$ cat config.mk
export PLATFORM = sky130hd
export DESIGN_NAME = pish_pipe_ctrl
export DESIGN_NICKNAME = d
export VERILOG_FILES = /design/src/hdl/pish_pkg.sv /design/src/hdl/pish_pipe_ctrl.sv
export SDC_FILE = /design/constraint.sdc
export NUM_CORES = 1
export LEC_CHECK = 0
export BUFFER_PORTS_ARGS = -buffer_cell sky130_fd_sc_hd__buf_2
export CAP_MARGIN = 20
export CORE_AREA = 2 2 39 41
export CTS_CLUSTER_DIAMETER = 100
export DETAILED_ROUTE_END_ITERATION = 8
export DIE_AREA = 0 0 41 43
export PLACE_DENSITY = 0.4
export SLEW_MARGIN = 20
export SYNTH_ARGS = -nofsm -noshare
export SYNTH_HDL_FRONTEND = slang
export SYNTH_SLANG_ARGS = --single-unit
$ cat constraint.sdc
create_clock -name clock -period 1.2 [get_ports clock]
set_clock_uncertainty 0.15 [all_clocks]
set_input_delay 0.12 -clock clock [delete_from_list [all_inputs] [get_ports clock]]
set_output_delay 0.12 -clock clock [all_outputs]
set_load 0.03 [all_outputs]
$ cat src/hdl/pish_pkg.sv
// Shared types, widths and codes for the point-in-shape hit test.
package pish_pkg;

   localparam int COORD_BITS = 16;
   localparam int SIZE_BITS  = COORD_BITS - 1;
   localparam int KIND_BITS  = 3;

   // pipeline depth, output register included
   localparam int STAGES = 5;

   // signed difference of two coordinates and its magnitude
   localparam int DIFF_BITS  = COORD_BITS + 1;
   localparam int MAG_BITS   = COORD_BITS;
   localparam int SQ_BITS    = 2 * MAG_BITS;
   localparam int SUM_BITS   = SQ_BITS + 1;
   localparam int RAD2_BITS  = 2 * SIZE_BITS;

   // ellipse: squared radius is at most 2^(2*COORD_BITS-2)
   localparam int AX2_BITS   = 2 * MAG_BITS - 1;
   localparam int ELL_BITS   = 2 * SQ_BITS;

   // line: cross product, its magnitude and the split square
   localparam int CROSS_BITS = 2 * DIFF_BITS;
   localparam int CDIFF_BITS = CROSS_BITS + 1;
   localparam int CMAG_BITS  = 2 * MAG_BITS + 1;
   localparam int LO_BITS    = (CMAG_BITS + 1) / 2;
   localparam int HI_BITS    = CMAG_BITS - LO_BITS;
   localparam int HH_BITS    = 2 * HI_BITS;
   localparam int HL_BITS    = HI_BITS + LO_BITS;
   localparam int LL_BITS    = 2 * LO_BITS;
   localparam int CSQ_BITS   = 2 * CMAG_BITS;
   localparam int LEN2_BITS  = SQ_BITS + 1;
   localparam int TOL_BITS   = RAD2_BITS + LEN2_BITS;

   // rounded rectangle: corner offsets reach beyond a plain difference
   localparam int RR_BITS    = COORD_BITS + 2;
   localparam int RMAG_BITS  = COORD_BITS + 1;
   localparam int RSQ_BITS   = 2 * RMAG_BITS;
   localparam int RSUM_BITS  = RSQ_BITS + 1;

   typedef enum logic [KIND_BITS-1:0] {
      KIND_CIRCLE  = 3'd0,
      KIND_ELLIPSE = 3'd1,
      KIND_RECT    = 3'd2,
      KIND_RRECT   = 3'd3,
      KIND_LINE    = 3'd4
   } kind_type;

   typedef struct packed {
      logic [KIND_BITS-1:0]         kind;
      logic signed [COORD_BITS-1:0] point_x;
      logic signed [COORD_BITS-1:0] point_y;
      logic signed [COORD_BITS-1:0] ref_x;
      logic signed [COORD_BITS-1:0] ref_y;
      logic signed [COORD_BITS-1:0] far_x;
      logic signed [COORD_BITS-1:0] far_y;
      logic [SIZE_BITS-1:0]         size;
   } req_type;

   typedef struct packed {
      logic hit;
      logic degenerate;
   } rsp_type;

   typedef struct packed {
      logic [STAGES-1:0] load;
   } pipe_ctrl_type;

endpackage

$ cat src/hdl/pish_pipe_ctrl.sv
// Valid bits and per-stage load enables of the hit test pipeline.
module pish_pipe_ctrl (
   input  logic                    clock,
   input  logic                    reset,
   input  logic                    req_valid,
   output logic                    req_ready,
   output logic                    rsp_valid,
   input  logic                    rsp_ready,
   output pish_pkg::pipe_ctrl_type ctrl
);
   import pish_pkg::*;

   logic [STAGES-1:0] valid_ff;
   logic [STAGES-1:0] valid_in;
   logic [STAGES-1:0] load;

   // a stage loads when empty or when the stage after it loads
   always_comb begin
      load[STAGES-1] = !valid_ff[STAGES-1] || rsp_ready;
      for (int k = STAGES - 2; k >= 0; k--) begin
         load[k] = !valid_ff[k] || load[k+1];
      end
      valid_in = valid_ff;
      if (load[0]) begin
         valid_in[0] = req_valid;
      end
      for (int k = 1; k < STAGES; k++) begin
         if (load[k]) begin
            valid_in[k] = valid_ff[k-1];
         end
      end
   end

   always_ff @(posedge clock) begin
      if (reset) begin
         valid_ff <= '0;
      end else begin
         valid_ff <= valid_in;
      end
   end

   assign req_ready = load[0];
   assign rsp_valid = valid_ff[STAGES-1];
   assign ctrl.load = load;

   // items in flight change only by what enters and leaves
   a_item_count: assert property (@(posedge clock) disable iff (reset)
      !$past(reset) |->
         $countones(valid_ff) == $past($countones(valid_ff))
            + $past(req_valid && req_ready) - $past(rsp_valid && rsp_ready))
      else $error("pipeline item count mismatch");

   a_enter: assert property (@(posedge clock) disable iff (reset)
      req_valid && req_ready |=> valid_ff[0])
      else $error("accepted item not in first stage");

   a_ready_chain: assert property (@(posedge clock) disable iff (reset)
      rsp_ready |-> req_ready)
      else $error("input stalled while output drains");

endmodule

==> impl_metrics.csv <==
group,metric,value,unit
outcome,status,"finished with violations",
outcome,violations,"negative setup slack",
routing,dr.pass1.iters,1,
worst_setup_path,path_class,"reg2out",
sta,fmax,733,MHz
routing,route.vias.total,220,
floorplanning,die_x,41,um
power_and_ir_drop,power.switching_fraction,20.6,%
worst_setup_path,worst_ep_arrival_time,1.09,ns
power_and_ir_drop,ir_drop,0.000644,V
layout,post-route-cell-area,399,um2
global_routing,grt-ovfl-total,0,
power_and_ir_drop,clockPowerShare,47.7,%
power_and_ir_drop,p_sw,0.0000808,W
global_routing,grt_pass1_vias,199,
sta,rsz0062_at_grt,"true",
worst_setup_path,slowest_stage,"dfxtp_2",
worst_hold_path,hp-class,"in2reg",
worst_setup_path,cp_slowest_stage_delay,0.33,ns
sta,setup_ws,-0.165,ns
global_routing,grt_pass1_wl,848,um
layout,seq_area,106,um2
yosys,syn-instance-count,23,
clocking,cts_tree,"yes",
worst_setup_path,crit_chain,"and4b_2 -> nand3_4 -> buf_6",
global_routing,antenna_found_initial,0,
sta,setup_viol,5,
clocking,clkLatencyLatePin,0.24,ns
worst_setup_path,critPathMaxFanout,3,
placed_design,globalplace.congestion,0.625,
floorplanning,core.rowCount,14,
yosys,syn_area,219,um2
layout,top_register,"valid_ff",
sta,slew_viol_final,0,
power_and_ir_drop,internal_power,0.000312,W
layout,largest_reg_flops,5,
yosys,syn_area_per_cell,9.52,um2
worst_setup_path,cp-start-kind,"register",
placed_design,place_ws,0.0375,ns
power_and_ir_drop,leakage,0.156,nW
layout,fillers,148,
placed_design,place_area,298,um2
routing,drc_errors,0,
routing,drt_wl_total,499,um
placed_design,io_buffers,10,
yosys,ys_ff_latch,5,
sta,fin_crit,1.36,ns
routing,wl_per_cell,8.91,um
yosys,yosysSeqAreaShare,45.7,%
layout,drive_gt1_share,60.0,%
floorplanning,coreArea,1380,um2
layout,multiInputGateArea,111,um2
floorplanning,io_pins,11,
layout,top_regs,"valid_ff (5)",
power_and_ir_drop,p_seq_share,44.9,%
yosys,ys_types,13,
layout,nets,45,
yosys,ys_warn_count,0,
routing,viasPerCell,3.93,
worst_setup_path,required,0.93,ns
yosys,syn_nets,27,
worst_setup_path,endpoint_kind,"output pin",
clocking,cts_buffer_depth,2,
sta,finalHoldViolations,0,
worst_setup_path,timing.critical_path.buf_inv,1,
floorplanning,dieArea,1760,um2
sta,worst_pin_slew,0.183,ns
routing,postRouteAntennaNets,0,
worst_setup_path,critical-path-top-delay-family,"simple AND/OR/NAND/NOR gates",
power_and_ir_drop,p_per_area,983,nW/um2
sta,relSlewSlack,87.8,%
layout,antenna_cells,0,
global_routing,grt_max_degree,8,
sta,period_share,114,%
clocking,cts_buffers,3,
global_routing,grt_usage,8.04,%
clocking,path_clk_slew,0.04,ns
clocking,clock_sinks,5,
flow_run,maxCapViolations,0,
clocking,cts_max_level,1,
floorplanning,die_y,43,um
layout,syn_to_final_growth,82.3,%
power_and_ir_drop,power_frac_comb,7.4,%
clocking,cts_root_buf,"clkbuf_4",
floorplanning,initial_core_util,15.8,%
routing,drt-initial-drc-count,0,
[what timing repair did]
item,4_1_cts,5_1_grt
setup buffers,0,2
pin swaps,1,1
resized for setup,11,3
hold endpoints to repair,3,0
hold buffers,2,0
endpoints found under the setup margin,5,5
[power groups by stage]
| stage | Clock [W] | Combinational, W | Sequential [W] |
|---|---|---|---|
| floorplan | 0 | 0.0000103 | 0.000178 |
| global placement | 0 | 0.0000206 | 0.000178 |
| detailed placement | 0 | 0.0000217 | 0.000178 |
| CTS | 0.000196 | 0.0000271 | 0.000176 |
| global route | 0.000211 | 0.0000318 | 0.000176 |
| finish | 0.000187 | 0.0000291 | 0.000176 |
[cells in the final DEF, fill, tap and decap left out, types with 2 or more instances in the layout]
master         Yosys  layout
dfxtp_2            0       2
dfxtp_1            5       2
buf_4              1       2
nand3b_1           2       2
buf_6              0       5
inv_1              4       4
dlygate4sd3_1      0       2
buf_2              0       5
clkbuf_4           0       3
a21oi_1            3       2
[worst min-delay path, cell delays in order]
cell	delay, ns
buf_2	0.10
nand3b_1	0.13
a21oi_1	0.07
[final cells by class]
| type | count | area share (%) |
|---|---|---|
| repair buffers | 14 | 29.2 |
| clock buffers | 4 | 6.58 |
| inverters | 5 | 4.70 |
| well taps | 16 | 5.02 |
| multi-input cells | 12 | 27.9 |
| flip-flops and latches | 5 | 26.6 |
[metal layers]
layer	track usage, %	up-vias	share of wire, %
li1	-	111	-
met1	9.35	96	47
met5	0	-	0
met2	9.38	13	41
met3	7.85	0	12
met4	4.00	0	0
[worst paths after layout]
| path | startpoint | end | slack [ns] | cells after the start |
|---|---|---|---|---|
| max | valid_ff[3] | ctrl[0] | -0.16 | 3 |
| min | rsp_ready | valid_ff[3] | 0.08 | 3 |
| max reg2reg | valid_ff[4] | valid_ff[4] | 0.04 | 4 |
| min reg2reg | valid_ff[2] | valid_ff[3] | 0.30 | 2 |
[cell usage after synthesis (all sizes together)]
cell type  number  share of area (%)
a21oi           3                6.9
and4b           1                5.1
o22ai           1                2.9
dfxtp           5                 46
inv             5                8.6
nand3b          2                6.9
buf             1                3.4
nand2           1                1.7
nand3           1                2.3
nand2b          1                2.9
o31ai           1                9.7
or2b            1                4.0
[per-stage QoR]
step	util (%)	hold WS [ns]	std cells	total power, W	setup TNS, ns
floorplan	-	0.0294	23	0.000189	-0.0590
global placement	21.5	0.222	48	0.000198	0
detailed placement	21.5	0.235	48	0.000200	0
CTS	27.2	0.0433	54	0.000399	-0.847
global route	28.8	0.0713	56	0.000420	-1.01
finish	28.8	0.0785	56	0.000392	-0.768
[logic make-up (layout without fill, tap and decap cells)]
family / Yosys count / count (layout) / share of synthesized area (%)
AOI/OAI and AO/OA: 5 / 5 / 19.4
DFF: 5 / 5 / 45.7
and+or+nand+nor: 7 / 7 / 22.9
buffers and inverters: 6 / 23 / 12.0
No activity file was read; power rests on OpenSTA's default activity.
